### config.mk
export PLATFORM = sky130hd
export DESIGN_NAME = bresenham_line_rasterizer
export DESIGN_NICKNAME = d
export VERILOG_FILES = /design/src/lbr_pkg.sv /design/src/bresenham_line_rasterizer.sv /design/src/lbr_setup.sv /design/src/lbr_walk.sv
export SDC_FILE = /design/constraint.sdc
export NUM_CORES = 1
export LEC_CHECK = 0
export ABC_AREA = 1
export CAP_MARGIN = 20
export CORE_UTILIZATION = 40
export DETAILED_ROUTE_END_ITERATION = 8
export DONT_BUFFER_PORTS = 1
export GPL_TIMING_DRIVEN = 0
export MAX_ROUTING_LAYER = met4
export PLACE_DENSITY = 0.62
export RECOVER_POWER = 50
export SYNTH_ARGS = -nofsm -noshare
export SYNTH_HDL_FRONTEND = slang
export SYNTH_SLANG_ARGS = --single-unit
### constraint.sdc
create_clock -name clk -period 10.3 [get_ports clk]
set_input_delay 1.545 -clock clk [delete_from_list [all_inputs] [get_ports clk]]
set_output_delay 1.545 -clock clk [all_outputs]
set_load 0.02 [all_outputs]
### src/lbr_pkg.sv
package lbr_pkg;

	// Fixed field widths of the pixel stream.
	localparam int COORD_BITS = 12;
	localparam int COLOR_BITS = 24;
	localparam int ERR_BITS   = COORD_BITS + 2;

	typedef logic signed [COORD_BITS-1:0] coord_t;
	typedef logic        [COORD_BITS-1:0] dist_t;
	typedef logic signed [ERR_BITS-1:0]   err_t;
	typedef logic        [COLOR_BITS-1:0] color_t;

	// Item opcodes.
	typedef enum logic {
		ACT_LOAD = 1'b0,
		ACT_STEP = 1'b1
	} action_t;

	typedef struct packed {
		action_t action;
		coord_t  start_x;
		coord_t  start_y;
		coord_t  end_x;
		coord_t  end_y;
		color_t  color;
	} in_item_t;

	typedef struct packed {
		coord_t pixel_x;
		coord_t pixel_y;
		color_t pixel_color;
		logic   last_pixel;
	} out_item_t;

	// Working description of the line being walked.
	typedef struct packed {
		logic   steep;
		coord_t major_pos;
		coord_t minor_pos;
		coord_t major_end;
		dist_t  major_delta;
		dist_t  minor_delta;
		logic   minor_down;
		err_t   doubled_error;
		color_t color;
	} line_t;

	// Control passed from the input stage to the walker.
	typedef struct packed {
		logic valid;
		logic load;
	} stage_ctrl_t;

endpackage

### src/bresenham_line_rasterizer.sv
// Channel  Direction  Handshake              Payload
// in       input      in_valid / in_ready    lbr_pkg::in_item_t (action, endpoints, colour)
// out      output     out_valid / out_ready  lbr_pkg::out_item_t (pixel, colour, last flag)
//
// An item is taken into the input register, and one pass of setup and step
// logic then writes the result register: one item per clock while the output
// is not stalled. The line state loops through that one stage, so pixels follow
// each other with no gap while steps come and out is ready. Reset clears
// the valid flags and leaves the block idle. A stalled output holds the input
// stage; a step while idle retires without a result even under a stall.
module bresenham_line_rasterizer (
	input  logic               clk,
	input  logic               arst_n,
	input  logic               in_valid,
	output logic               in_ready,
	input  lbr_pkg::in_item_t  in_item,
	output logic               out_valid,
	input  logic               out_ready,
	output lbr_pkg::out_item_t out_item
);
	import lbr_pkg::*;

	logic        s1_valid_q;
	in_item_t    item_s1;
	stage_ctrl_t ctrl;
	line_t       setup;
	logic        take;

	assign in_ready = !s1_valid_q || take;

	// Input register control.
	always_ff @(posedge clk or negedge arst_n) begin
		if (!arst_n) begin
			s1_valid_q <= 1'b0;
		end else if (in_ready) begin
			s1_valid_q <= in_valid;
		end
	end

	// Input register payload.
	always_ff @(posedge clk) begin
		if (in_valid && in_ready) begin
			item_s1 <= in_item;
		end
	end

	always_comb begin
		ctrl.valid = s1_valid_q;
		ctrl.load  = item_s1.action == ACT_LOAD;
	end

	lbr_setup u_setup (
		.item (item_s1),
		.line (setup)
	);

	lbr_walk u_walk (
		.clk       (clk),
		.arst_n    (arst_n),
		.ctrl      (ctrl),
		.setup     (setup),
		.take      (take),
		.out_valid (out_valid),
		.out_ready (out_ready),
		.out_item  (out_item)
	);

endmodule

### src/lbr_setup.sv
module lbr_setup (
	input  lbr_pkg::in_item_t item,
	output lbr_pkg::line_t    line
);
	import lbr_pkg::*;

	logic signed [COORD_BITS:0] dx;
	logic signed [COORD_BITS:0] dy;
	logic signed [COORD_BITS:0] dmaj;
	logic signed [COORD_BITS:0] dmin;
	dist_t  adx;
	dist_t  ady;
	logic   steep;
	coord_t ma0;
	coord_t mn0;
	coord_t mb0;
	coord_t mnb0;
	coord_t ma;
	coord_t mna;
	coord_t mb;
	coord_t mnb;

	// Absolute endpoint differences decide which axis is the major one.
	always_comb begin
		dx = {item.end_x[COORD_BITS-1], item.end_x} - {item.start_x[COORD_BITS-1], item.start_x};
		dy = {item.end_y[COORD_BITS-1], item.end_y} - {item.start_y[COORD_BITS-1], item.start_y};
		adx = dx[COORD_BITS] ? COORD_BITS'(-dx) : COORD_BITS'(dx);
		ady = dy[COORD_BITS] ? COORD_BITS'(-dy) : COORD_BITS'(dy);
		steep = ady > adx;
	end

	// Swap axes for steep lines, then order the endpoints along the major axis.
	always_comb begin
		ma0  = steep ? item.start_y : item.start_x;
		mn0  = steep ? item.start_x : item.start_y;
		mb0  = steep ? item.end_y   : item.end_x;
		mnb0 = steep ? item.end_x   : item.end_y;
		if (ma0 > mb0) begin
			ma  = mb0;
			mna = mnb0;
			mb  = ma0;
			mnb = mn0;
		end else begin
			ma  = ma0;
			mna = mn0;
			mb  = mb0;
			mnb = mnb0;
		end
	end

	// Deltas and the starting error term, which is the major delta itself.
	always_comb begin
		dmaj = {mb[COORD_BITS-1], mb} - {ma[COORD_BITS-1], ma};
		dmin = {mnb[COORD_BITS-1], mnb} - {mna[COORD_BITS-1], mna};
		line.steep         = steep;
		line.major_pos     = ma;
		line.minor_pos     = mna;
		line.major_end     = mb;
		line.major_delta   = COORD_BITS'(dmaj);
		line.minor_delta   = dmin[COORD_BITS] ? COORD_BITS'(-dmin) : COORD_BITS'(dmin);
		line.minor_down    = !(mna < mnb);
		line.doubled_error = $signed({2'b00, COORD_BITS'(dmaj)});
		line.color         = item.color;
	end

endmodule

### src/lbr_walk.sv
module lbr_walk (
	input  logic                 clk,
	input  logic                 arst_n,
	input  lbr_pkg::stage_ctrl_t ctrl,
	input  lbr_pkg::line_t       setup,
	output logic                 take,
	output logic                 out_valid,
	input  logic                 out_ready,
	output lbr_pkg::out_item_t   out_item
);
	import lbr_pkg::*;

	localparam int WIDE_BITS = ERR_BITS + 1;

	logic      active_q;
	logic      out_valid_q;
	line_t     line_q;
	out_item_t out_item_q;

	line_t     cur;
	line_t     nxt;
	out_item_t pix;
	logic      last;
	logic      wants_out;
	logic      fire;
	logic signed [WIDE_BITS-1:0] e1;
	logic signed [WIDE_BITS-1:0] e2;

	// A load works from the fresh setup, a step from the held line.
	always_comb begin
		cur = ctrl.load ? setup : line_q;
		last = cur.major_pos == cur.major_end;
		pix.pixel_x     = cur.steep ? cur.minor_pos : cur.major_pos;
		pix.pixel_y     = cur.steep ? cur.major_pos : cur.minor_pos;
		pix.pixel_color = cur.color;
		pix.last_pixel  = last;
	end

	// One Bresenham step: subtract twice the minor delta, and on a negative
	// error move the minor coordinate and add back twice the major delta.
	always_comb begin
		e1 = WIDE_BITS'(cur.doubled_error) - $signed({2'b00, cur.minor_delta, 1'b0});
		e2 = e1 + $signed({2'b00, cur.major_delta, 1'b0});
		nxt = cur;
		nxt.major_pos = cur.major_pos + COORD_BITS'(1);
		if (e1 < 0) begin
			nxt.minor_pos = cur.minor_down ? cur.minor_pos - COORD_BITS'(1)
			                               : cur.minor_pos + COORD_BITS'(1);
			nxt.doubled_error = ERR_BITS'(e2);
		end else begin
			nxt.doubled_error = ERR_BITS'(e1);
		end
	end

	// A step while idle retires at once; anything else needs room at the output.
	always_comb begin
		wants_out = ctrl.load || active_q;
		take = ctrl.valid && (!wants_out || !out_valid_q || out_ready);
		fire = take && wants_out;
	end

	// Control state.
	always_ff @(posedge clk or negedge arst_n) begin
		if (!arst_n) begin
			active_q    <= 1'b0;
			out_valid_q <= 1'b0;
		end else begin
			if (fire) begin
				active_q    <= !last;
				out_valid_q <= 1'b1;
			end else if (out_ready) begin
				out_valid_q <= 1'b0;
			end
		end
	end

	// Line state and result register.
	always_ff @(posedge clk) begin
		if (fire) begin
			line_q     <= nxt;
			out_item_q <= pix;
		end
	end

	assign out_valid = out_valid_q;
	assign out_item  = out_item_q;

endmodule

==> Yosys cells after proc, flatten, opt, wreduce, memory -nomap -nowiden <==
Cells that the tools add are included.
W data, S select, Z words.
{ "word_totals": {"ff_bits": 201, "wordCells": 72} }
{ "classes": {"add_sub_neg": 12, "magnitude_cmp": 4, "eq_ne": 1, "muxes": 19, "bitwise_logic": 1, "n_reduce_logical": 14} }
{ "op_table": {"columns": ["operator", "n"], "rows": [
  ["$mux W12", 15],
  ["$mux W100", 1],
  ["$sub A12 B12 Y13", 3],
  ["$neg A12 Y12", 3],
  ["$add A12 B2 Y12 const B", 2],
  ["$gt A12 B12 Y1", 2],
  ["$lt A15 B1 Y1 const B", 1],
  ["$sub A14 B14 Y15", 1],
  ["$add A14 B14 Y14", 1],
  ["$mux W14", 1],
  ["$eq A12 B12 Y1", 1],
  ["$lt A12 B12 Y1", 1],
  ["$sub A12 B12 Y12", 1],
  ["$sub A12 B2 Y12 const B", 1],
  ["$logic_not A1 Y1", 5],
  ["$logic_or A1 B1 Y1", 4],
  ["$logic_and A1 B1 Y1", 3],
  ["$mux W1", 2],
  ["$reduce_and A2 Y1", 1],
  ["$reduce_bool A2 Y1", 1],
  ["$not A1 Y1", 1]
]} }

==> Logic depth before layout (Yosys ltp) <==
Gate-level depths: netlist of run 1.
{ "logic_depth": {"word_depth": 14, "depth_mapped": 86} }

==> Modules after synthesis <==
From an unflattened synthesis of run 1, not the netlist that was laid out.
{ "unflattened": {"cells_unflattened": 2047, "area_unflattened_um2": 15497.4} }
{ "by_module_without_submodules": {"columns": ["mod", "n_inst", "cells_each", "area_each_um2", "seq_area_each_um2"], "rows": [
  ["lbr_walk", 1, 1062, 8298.0, 3773.6],
  ["lbr_setup", 1, 905, 4958.5, 0.0],
  ["bresenham_line_rasterizer", 1, 80, 2240.9, 2217.1]
]} }

==> Worst setup path before layout of run 1 <==
Ideal clock, no wire load.
{ "synth_timing": {"kind": "reg2reg", "start": "register item_s1[24] in the netlist's numbering", "end": "register u_walk.line_q[36] in the netlist's numbering, data pin", "setup_ps": 267, "arrival_ps": 9619, "t_required_ps": 10033, "setup_slack_ps": 414, "stages_incl_launch_ff": 78, "synth_period_minus_slack_ps": 9886, "path_cell_list": "edfxtp_1 > inv_1 > ha_1 > fa_1 > inv_1 > nand3_1 > nand2_1 > nand2_1 > nand2_1 > nand2_1 > nand2_1 > nand3_1 > nand2_1 > nand2_1 > nand2_1 > a21o_1 > nand2_1 > a22oi_1 > [... 42 more ...] > inv_1 > o21bai_1 > a31oi_1 > inv_1 > a21oi_1 > o21ai_0 > xor2_1 > inv_1 > ha_1 > a21oi_1 > o21ai_0 > a21oi_1 > o21ai_0 > a21oi_1 > nor2_1 > nor2_1 > xor2_1 > o21ai_0"} }
{ "synth_lines": {"columns": ["element", "line_no", "rtl"], "rows": [
  ["start, declared", "bresenham_line_rasterizer.sv:24", "in_item_t item_s1;"],
  ["start signal, assigned", "bresenham_line_rasterizer.sv:43", "item_s1 <= in_item;"],
  ["end signal, assigned", "lbr_walk.sv:80", "line_q <= nxt;"],
  ["end, declared", "lbr_walk.sv:17", "line_t line_q;"]
]} }

==> results by group, run 1 <==
Status
  • Status: finished with violations
  • Failing checks: DRC, capacitance limit, slew limit

Critical path
  • Setup crit end kind: flop
  • CP Depth: 69
  • CP Data Required Time: 10.61 ns
  • Crit path max-delay cell type: edfxtp_1
  • CP top delay family: simple AND/OR/NAND/NOR gates
  • Most used cell, CP: nand2_2
  • Startpoint types: flop
  • Worst Reg-to-Reg Cells: 69
  • Critical path buffer and inverter count: 18
  • CP Data Arrival Time: 10.37 ns
  • CP max FO: 7
  • WS Path Type: flop to flop
  • CP peak stage delay: 0.48 ns

Cells and area
  • Fin cells: 2,418
  • Layout cells sized above 1: 0.223
  • Final nets: 2,126
  • Commonest non-fill, non-tap cells in the layout: nand2_1 (485), inv_1 (222), edfxtp_1 (197), o21ai_0 (112), buf_4 (103)
  • Layout area overhead: 22.7%
  • Most common cell after layout, fill and taps aside: nand2_1

STA
  • Final max-slew violation count: 54
  • Fmax: 99.4 MHz
  • Clock period minus final worst setup slack: 10.06 ns
  • Clock Skews: 0.0162 ns
  • Slew @ Worst Pin: 2.14 ns
  • Hold Fails Final Rpt: 0
  • Final period utilization: 0.977
  • Setup violations, final: 0
  • Unrepaired setup endpoints after global routing: yes
  • Slew HR: -0.434

Drt
  • Routed len/inst: 17.8 microns
  • DRT iter0 DRCs: 930
  • Via-per-instance ratio: 5.17
  • Routed WL: 43,000 microns
  • Pre-antenna DRT Iters: 7
  • Via count: 12.5k
  • DR DRC count: 8
  • Post-DRT Antenna Nets: 0

Synth
  • Synth Cell Area: 14,600 sq um
  • Average cell area after synthesis: 8.04 sq um
  • Largest area contributor in the netlist: edfxtp_1
  • Synthesized flop and latch total: 200
  • Synth area leaders: edfxtp_1 (41%), nand2_1 (14%), ha_1 (8.6%)
  • Synth Instances: 1,813
  • Synth unique cells: 53
  • Synthesis Warnings: 0
  • Synth top area share: 0.406
  • Sequential-to-total area share from yosys stat: 0.411
  • Post-synth EDFFs: 197
  • Synth async-reset ratio: 0.0150
  • Top FF cell, synth: edfxtp_1
  • Synthesized net count: 1,996

Die
  • Initial Util: 0.408
  • IO Pins: 128
  • Row count: 69
  • Die ar.: 37,200 sq um
  • Die Ht: 193 microns
  • Die X: 193 microns
  • Placeable Area: 35,700 sq um

Global routing
  • Vias in the first global route: 11.6k
  • Total grt overflow: 0
  • Initial antenna violation count: 1
  • First-pass GRT wire length: 62,900 microns
  • GRT Resource Usage Total: 0.231
  • Largest net degree at the start of global routing: 32

Worst hold path
  • Worst Hold Class: flop to flop
  • Hold-critical path depth: 0

Clocking
  • Clk sinks: 200
  • Root buf cell: clkbuf_16
  • CTS tree: built
  • # hold bufs at CTS: 0
  • Reg clk slew, reported paths: 0.08 ns
  • CTS H-tree depth: 4
  • Skew-Pair Late Insertion Delay: 0.46 ns
  • Clock Path Buffers: 2
  • CTS Buf Count: 17

Place
  • HPWL after DPL: 31,800 microns
  • Placer congestion estimate: 0.990
  • DP Cell Count: 2,280
  • Input/output buffers: 0

Run
  • Max-Cap Viols: 2
-- final timing paths --
path | from | to | slack (ns)
min in group asynchronous | arst_n | u_walk.active_q | 0.78
setup / recovery | item_s1[60] | u_walk.line_q[33] | 0.24
setup reg to reg | item_s1[60] | u_walk.line_q[33] | 0.24
hold / removal | item_s1[13] | u_walk.line_q[13] | 0.42
max in group asynchronous | arst_n | u_walk.out_valid | 9.45
hold reg to reg | item_s1[13] | u_walk.line_q[13] | 0.42
-- cell type report --
cell class,count,area [sq um]
Multi-Input combinational cell,1288,8310
Timing Repair Buffer,112,968
Inverter,252,951
Sequential cell,200,5990
Buffer,72,482
Clock buffer,17,425
Antenna cell,1,2.50
Fill cell,3395,17900
Tap cell,461,577
Clock inverter,15,176
-- Yosys cell counts, types with 3 or more instances --
library cell and number:
a21o_1 4, a21oi_1 72, a31oi_1 5, and2_1 3, buf_2 16, buf_4 30
buf_6 4, clkbuf_1 20, dfrtp_1 3, edfxtp_1 197, fa_1 6, ha_1 100
inv_1 248, nand2_1 533, nand2_2 13, nand2_4 5, nand3_1 88, nand3_2 7
nand3b_1 7, nand4_1 11, nor2_1 80, nor2_2 3, nor3_1 16, nor4_1 4
o21a_1 3, o21ai_0 161, o21ai_1 29, o21ai_2 12, o21bai_1 6, or2_2 13
xnor2_1 25, xor2_1 60
-- sequential cells by signal, indices dropped and copies added (netlist names) --
| name | cells |
|---|---|
| u_walk.line_q | 99 |
| item_s1 | 73 |
| u_walk.out_item | 25 |
| s1_valid_q | 1 |
| u_walk.active_q | 1 |
| u_walk.out_valid | 1 |
-- logic make-up (layout without fill, tap and decap cells) --
group                      Yosys count  after routing  share of synthesized area
xor gates and xnor gates            85             85                     0.0511
and+or+nand+nor                    791            791                      0.234
other                                0              1                          0
buffers and inverters              325            468                     0.0956
AOI/OAI and AO/OA                  306            306                      0.114
DFF                                200            200                      0.411
adders and majority gates          106            106                     0.0940
-- layer usage --
layer,track usage,up-vias,share of wire,wire [microns]
met1,0.288,5840,0.43,18600
met5,-,-,0,0
li1,-,6215,-,-
met3,0.0391,80,0.054,2330
met2,0.377,372,0.48,20500
met4,0.0811,0,0.037,1600
-- timing repair --
| item | CTS | global route |
|---|---|---|
| endpoints found under the setup margin | 25 | 25 |
| setup buffers | 41 | 61 |
| pin swaps | 34 | 109 |
| resized for setup | 122 | 219 |
| gates cloned | 0 | 4 |
-- through the flow --
step | instance area (sq um) | hold slack (ns) | util | setup slack [ns] | TNS [ns]
global route | 17900 | 0.426 | 0.500 | -0.297 | -1.88
CTS | 16700 | 0.418 | 0.466 | 0.00414 | 0
detailed placement | 15300 | 0.405 | 0.428 | -2.15 | -40.16
finish | 17900 | 0.416 | 0.500 | 0.238 | 0
floorplan | 14600 | 0.400 | - | 0.414 | 0
global placement | 15200 | 0.401 | 0.424 | -2.01 | -37.16
-- worst reg2reg max path: cells and delay by family (launching register included) --
| kind | cells | cell delay [ns] |
|---|---|---|
| simple gates | 27 | 2.72 |
| buf+inv | 18 | 2.18 |
| fa+ha+maj | 7 | 2.14 |
| compound gates | 13 | 1.69 |
| xor+xnor | 4 | 0.71 |
| flops | 1 | 0.48 |
Power of run 1 is left out: the tool's default activity adds up to more than one toggle a clock period on the data nets, which glitch-free logic cannot reach.
==> inputs of run 2 (changes only) <==
--- a/config.mk
+++ b/config.mk
@@ -5,8 +5,8 @@
 export SDC_FILE = /design/constraint.sdc
 export NUM_CORES = 1
 export LEC_CHECK = 0
-export ABC_AREA = 1
 export CAP_MARGIN = 20
+export CORE_MARGIN = 3
 export CORE_UTILIZATION = 40
 export DETAILED_ROUTE_END_ITERATION = 8
 export DONT_BUFFER_PORTS = 1
==> results by group, run 2 <==
Worst hold path
  • Hold_sp: item_s1[4] (was item_s1[13])
  • Worst Hold Class: flop to flop (unchanged)

Critical path
  • Crit. Startpoint: item_s1[60] (unchanged)
  • Crit path max-delay cell type: fa_2 (was edfxtp_1)
  • Setup crit end kind: flop (unchanged)
  • Startpoint types: flop (unchanged)
  • Worst setup path end: u_walk.line_q[35] (was u_walk.line_q[33])
  • CP peak stage delay: 0.56 ns (was 0.48 ns)
  • R2R Path Start: item_s1[60] (unchanged)
  • CP Data Required Time: 10.50 ns (was 10.61 ns)
  • Worst Reg-to-Reg Cells: 61 (was 69)
  • WS Path Type: flop to flop (unchanged)
  • CP max FO: 10 (was 7)
  • CP Data Arrival Time: 11.89 ns (was 10.37 ns)
  • Reg2reg setup slack: -1.38 ns (was 0.24 ns)
  • R2R Path End: u_walk.line_q[35] (was u_walk.line_q[33])

Cells and area
  • Most common cell after layout, fill and taps aside: edfxtp_1 (was nand2_1)
  • Biggest register: u_walk.line_q (unchanged)
  • Number of flip-flops in the largest register: 99 (unchanged)
  • FF+latch area: 5990 sq um (unchanged)
  • Fin cells: 2,019 (was 2,418)
  • Layout cells sized above 1: 0.238 (was 0.223)
  • Area occupied by multi-input gates: 8260 sq um (was 8310 sq um)
  • Final nets: 1,741 (was 2,126)
  • Commonest non-fill, non-tap cells in the layout: edfxtp_1 (197), nand2_1 (138), nor2_1 (127), buf_4 (108), inv_1 (92) (was nand2_1 (485), inv_1 (222), edfxtp_1 (197), o21ai_0 (112), buf_4 (103))
  • Layout area overhead: 23.7% (was 22.7%)
  • Number of fillers in the final layout: 3,089 (was 3,395)
  • Post-layout util: 0.510 (was 0.500)

STA
  • Unrepaired setup endpoints after global routing: yes (unchanged)
  • Hold_ws: 0.415 ns (was 0.416 ns)
  • Slew @ Worst Pin: 3.74 ns (was 2.14 ns)
  • Final setup margin: -1.38 ns (was 0.238 ns)
  • Final period utilization: 1.13 (was 0.977)
  • Clock period minus final worst setup slack: 11.68 ns (was 10.06 ns)
  • Clock Skews: 0.0123 ns (was 0.0162 ns)
  • Final max-slew violation count: 96 (was 54)
  • Setup violations, final: 25 (was 0)
  • Slew HR: -1.49 (was -0.434)
  • Hold Fails Final Rpt: 0 (unchanged)
  • Setup TNS: -28.02 ns (was 0 ns)
  • Fmax: 85.6 MHz (was 99.4 MHz)

Synth
  • Post-synth EDFFs: 197 (unchanged)
  • Top FF cell, synth: edfxtp_1 (unchanged)
  • Post-synth top cells: edfxtp_1 (197), nand2_1 (147), nor2_1 (136) (was nand2_1 (533), inv_1 (248), edfxtp_1 (197))
  • Synth Cell Area: 14,000 sq um (was 14,600 sq um)
  • Synth Instances: 1,415 (was 1,813)
  • Synth top area share: 0.421 (was 0.406)
  • Synth async-reset ratio: 0.0150 (unchanged)
  • Average cell area after synthesis: 9.92 sq um (was 8.04 sq um)
  • Synthesized net count: 1,598 (was 1,996)
  • Synth unique cells: 84 (was 53)
  • Sequential-to-total area share from yosys stat: 0.427 (was 0.411)
  • Synthesis Warnings: 0 (unchanged)
  • Most frequent cell after synthesis: edfxtp_1 (was nand2_1)
  • Synthesized flop and latch total: 200 (unchanged)
  • Largest area contributor in the netlist: edfxtp_1 (unchanged)
  • Synth area leaders: edfxtp_1 (42%), ha_1 (8.9%), mux2i_1 (4.1%) (was edfxtp_1 (41%), nand2_1 (14%), ha_1 (8.6%))

Die
  • Die X: 193 microns (about the same)
  • Die Ht: 193 microns (about the same)
  • Die ar.: 37,400 sq um (was 37,200 sq um)
  • Row count: 67 (was 69)
  • IO Pins: 128 (unchanged)
  • Placeable Area: 34,000 sq um (was 35,700 sq um)
  • Initial Util: 0.413 (was 0.408)

Clocking
  • Root buf cell: clkbuf_16 (unchanged)
  • Clock Path Buffers: 2 (unchanged)
  • Clk sinks: 200 (unchanged)
  • CTS H-tree depth: 4 (unchanged)
  • Skew-Pair Late Insertion Delay: 0.45 ns (was 0.46 ns)
  • Reg clk slew, reported paths: 0.07 ns (was 0.08 ns)
  • CTS tree: built (unchanged)
  • CTS Buf Count: 17 (unchanged)

Global routing
  • GRT Resource Usage Total: 0.215 (was 0.231)
  • Vias in the first global route: 10.7k (was 11.6k)
  • Largest net degree at the start of global routing: 71 (was 32)
  • Initial antenna violation count: 1 (unchanged)
  • Total grt overflow: 0 (unchanged)
  • First-pass GRT wire length: 61,600 microns (was 62,900 microns)

Place
  • Placer congestion estimate: 0.914 (was 0.990)
  • HPWL after DPL: 29,800 microns (was 31,800 microns)
  • Input/output buffers: 0 (unchanged)
  • DP Cell Count: 1,867 (was 2,280)

Status
  • Failing checks: capacitance limit, slew limit, setup timing (was DRC, capacitance limit, slew limit)
  • Status: finished with violations (unchanged)

Drt
  • Routed WL: 40,200 microns (was 43,000 microns)
  • Routed len/inst: 19.9 microns (was 17.8 microns)
  • DRT iter0 DRCs: 811 (was 930)
  • Post-DRT Antenna Nets: 0 (unchanged)
  • Via-per-instance ratio: 5.49 (was 5.17)
  • DR DRC count: 0 (was 8)
  • Pre-antenna DRT Iters: 5 (was 7)
  • Via count: 11.1k (was 12.5k)

Run
  • Max-Cap Viols: 2 (unchanged)
## run 2: changes by cell type after synthesis, sizes merged, moves of 14 or more
cell    before  now
nor2        84  136
mux2         0   30
o21ai      203   96
nand3       97   11
nor2b        0   23
a21oi       72   96
a21o         4   21
xnor2       25   63
inv        250  104
nand2b       0   19
xor2        60   46
mux2i        0   59
a21boi       2   20
nand2      551  147
## run 2: worst min path at each step
stage                     cells past startpoint           endpoint  slack (ns)
final                                         0   u_walk.line_q[4]        0.41
after global routing                          0   u_walk.line_q[2]        0.43
after CTS                                     0  u_walk.line_q[11]        0.42
after detailed placement                      0  u_walk.line_q[11]        0.40
after global placement                        0   u_walk.line_q[8]        0.40
after floorplan                               0   u_walk.line_q[0]        0.40
## run 2: final cells by class
class                           instances  share of cell area
Tap cell                              448              0.0323
Clock inverter                         11             0.00720
Antenna cell                            1            0.000144
Buffer                                 68              0.0304
Sequential cell                       200               0.345
Multi-Input combinational cell       1043               0.476
Inverter                              104              0.0225
Timing Repair Buffer                  124              0.0619
Clock buffer                           20              0.0251
## run 2: what timing repair did
action                                  4_1_cts  5_1_grt
cloned                                        5        1
buffers inserted                             89       26
hold buffers                                  0        0
gates resized for setup                     143       54
endpoints found under the setup margin       37       28
pin swaps                                    73       70
## run 2: critical path, delay by kind of cell, from the launching register on
kind / cells / cell delay [ns]
buf+inv: 10 / 1.19
fa+ha+maj: 8 / 2.69
simple gates: 10 / 1.27
mux: 3 / 0.86
flops: 1 / 0.44
xor+xnor: 3 / 0.41
compound gates: 27 / 4.58
## run 2: cells by family after synthesis
kind of cell,synth area share
buffers and inverters,0.0553
xor gates and xnor gates,0.0680
AOI/OAI and AO/OA,0.147
and+or+nand+nor,0.135
adders and majority gates,0.0977
DFF,0.427
muxes,0.0702
## run 2: layer usage
layer / share of wire / vias up / global-route usage
met5: 0 / - / -
met4: 0.023 / 0 / 0.0659
met3: 0.049 / 48 / 0.0311
met2: 0.48 / 324 / 0.347
met1: 0.45 / 5380 / 0.282
li1: - / 5337 / -
## run 2: metrics by stage
stage	cell area, sq um	setup WS (ns)
finish	17400	-1.38
global route	17400	-1.96
CTS	17000	-1.25
detailed placement	15100	-2.66
global placement	15000	-2.56
floorplan	14400	-0.699
Power of run 2 is left out for the same reason.
==> inputs of run 3 (changes only) <==
--- a/config.mk
+++ b/config.mk
@@ -5,6 +5,7 @@
 export SDC_FILE = /design/constraint.sdc
 export NUM_CORES = 1
 export LEC_CHECK = 0
+export ABC_AREA = 1
 export CAP_MARGIN = 20
 export CORE_MARGIN = 3
 export CORE_UTILIZATION = 40
==> results by group, run 3 (synthesis gave the netlist of run 1 again) <==
Critical path
  • CP Data Required Time: 10.51 ns (was 10.50 ns)
  • WS Path Type: flop to flop (unchanged)
  • Reg2reg setup slack: 0.21 ns (was -1.38 ns)
  • Startpoint types: flop (unchanged)
  • R2R Path Start: item_s1[24] (was item_s1[60])
  • R2R Path End: u_walk.line_q[37] (was u_walk.line_q[35])
  • CP peak stage delay: 0.43 ns (was 0.56 ns)
  • CP max FO: 8 (was 10)
  • Worst Reg-to-Reg Cells: 72 (was 61)
  • Most used cell, CP: nand2_1
  • Crit path max-delay cell type: fa_2 (unchanged)
  • CP Data Arrival Time: 10.30 ns (was 11.89 ns)
  • Setup crit end kind: flop (unchanged)

Die
  • IO Pins: 128 (unchanged)
  • Placeable Area: 35,700 sq um (was 34,000 sq um)
  • Die X: 197 microns (was 193 microns)
  • Initial Util: 0.408 (was 0.413)
  • Die Ht: 197 microns (was 193 microns)
  • Die ar.: 38,800 sq um (was 37,400 sq um)
  • Row count: 69 (was 67)

Clocking
  • # hold bufs at CTS: 0 (unchanged)
  • CTS tree: built (unchanged)
  • Root buf cell: clkbuf_16 (unchanged)
  • Clock Path Buffers: 2 (unchanged)
  • CTS Buf Count: 17 (unchanged)
  • CTS H-tree depth: 4 (unchanged)
  • Clk sinks: 200 (unchanged)
  • Skew-Pair Late Insertion Delay: 0.46 ns (was 0.45 ns)
  • Reg clk slew, reported paths: 0.08 ns (was 0.07 ns)

Worst hold path
  • Hold_sp: item_s1[0] (was item_s1[4])
  • Worst min-delay path endpoint: u_walk.line_q[0] (was u_walk.line_q[4])
  • Worst Hold Class: flop to flop (unchanged)
  • Hold-critical path depth: 0 (unchanged)

Place
  • Input/output buffers: 0 (unchanged)
  • HPWL after DPL: 32,000 microns (was 29,800 microns)
  • Placer congestion estimate: 0.969 (was 0.914)

Drt
  • Routed WL: 42,700 microns (was 40,200 microns)
  • Post-DRT Antenna Nets: 0 (unchanged)
  • DRT iter0 DRCs: 893 (was 811)
  • Pre-antenna DRT Iters: 5 (unchanged)
  • DR DRC count: 0 (unchanged)
  • Via count: 12.6k (was 11.1k)
  • Via-per-instance ratio: 5.25 (was 5.49)
  • Routed len/inst: 17.8 microns (was 19.9 microns)

Run
  • Max-Cap Viols: 2 (unchanged)

Global routing
  • GRT Resource Usage Total: 0.217 (was 0.215)
  • Vias in the first global route: 11.8k (was 10.7k)
  • Total grt overflow: 0 (unchanged)
  • First-pass GRT wire length: 63,400 microns (was 61,600 microns)
  • Largest net degree at the start of global routing: 35 (was 71)
  • Initial antenna violation count: 1 (unchanged)

STA
  • Fmax: 99.1 MHz (was 85.6 MHz)
  • Clock Skews: 0.0190 ns (was 0.0123 ns)
  • Final period utilization: 0.980 (was 1.13)
  • Clock period minus final worst setup slack: 10.09 ns (was 11.68 ns)
  • Slew @ Worst Pin: 1.87 ns (was 3.74 ns)
  • Unrepaired setup endpoints after global routing: yes (unchanged)
  • Setup TNS: 0 ns (was -28.02 ns)
  • Setup violations, final: 0 (was 25)
  • Hold Fails Final Rpt: 0 (unchanged)
  • Final max-slew violation count: 63 (was 96)
  • Slew HR: -0.247 (was -1.49)

Cells and area
  • Layout area overhead: 20.9% (was 23.7%)
  • Biggest register: u_walk.line_q (unchanged)
  • Layout cells sized above 1: 0.207 (was 0.238)
  • Commonest non-fill, non-tap cells in the layout: nand2_1 (491), inv_1 (224), edfxtp_1 (197), o21ai_0 (115), buf_4 (86) (was edfxtp_1 (197), nand2_1 (138), nor2_1 (127), buf_4 (108), inv_1 (92))
  • Number of flip-flops in the largest register: 99 (unchanged)
  • Number of fillers in the final layout: 3,378 (was 3,089)
  • Most common cell after layout, fill and taps aside: nand2_1 (was edfxtp_1)
  • Final nets: 2,111 (was 1,741)

Status
  • Status: finished with violations (unchanged)
  • Failing checks: capacitance limit, slew limit (was capacitance limit, slew limit, setup timing)
[run 3: metrics by stage]
step | util | instances | hold slack [ns] | setup slack [ns] | cell area (sq um)
final | 0.493 | 2403 | 0.417 | 0.208 | 17600
after global routing | 0.493 | 2403 | 0.426 | -0.525 | 17600
after CTS | 0.465 | 2356 | 0.419 | 0.000329 | 16600
after detailed placement | 0.428 | 2280 | 0.405 | -2.04 | 15300
after global placement | 0.424 | 2274 | 0.401 | -1.98 | 15200
after floorplan | - | 1813 | 0.400 | 0.414 | 14600
[run 3: cell type report]
type                            instances  area (sq um)  share of cell area
Multi-Input combinational cell       1289          8230               0.467
Sequential cell                       200          5990               0.340
Inverter                              252           958              0.0544
Timing Repair Buffer                   96           832              0.0472
Tap cell                              461           577              0.0327
Buffer                                 72           462              0.0262
Clock buffer                           20           437              0.0248
Clock inverter                         12           144             0.00816
Antenna cell                            1          2.50            0.000142
[run 3: how the worst max path moves through the flow]
stage | start | end | slack (ns)
final | item_s1[24] | u_walk.line_q[37] | 0.21
after global routing | item_s1[24] | u_walk.line_q[37] | -0.52
after CTS | item_s1[24] | u_walk.line_q[33] | 0.0003
after detailed placement | item_s1[24] | u_walk.line_q[36] | -2.04
after global placement | item_s1[24] | u_walk.line_q[36] | -1.98
after floorplan | item_s1[24] | u_walk.line_q[36] | 0.41
[run 3: critical path: cells and delay by family, from the launching register on]
| kind | cells | cell delay, ns |
|---|---|---|
| adder cells (fa/ha/maj) | 7 | 2.19 |
| XOR/XNOR | 3 | 0.43 |
| AO/OA/AOI/OAI | 18 | 2.48 |
| flip-flops | 1 | 0.41 |
| buffers and inverters | 16 | 1.77 |
| AND/OR/NAND/NOR | 28 | 2.52 |
[run 3: timing repair]
item                                    4_1_cts  5_1_grt
cloned                                        1        4
buffers inserted                             43       44
endpoints found under the setup margin       25       25
resized for setup                           112      213
pin swaps                                    30      108
[run 3: per-layer routing]
metal  up-vias  track usage  part of all wire
li1       6199            -                 -
met1      5933        0.277              0.43
met2       409        0.357              0.48
met3        84       0.0268             0.057
met4         0       0.0755             0.033
met5         -            -                 0
Power of run 3 is left out for the same reason.
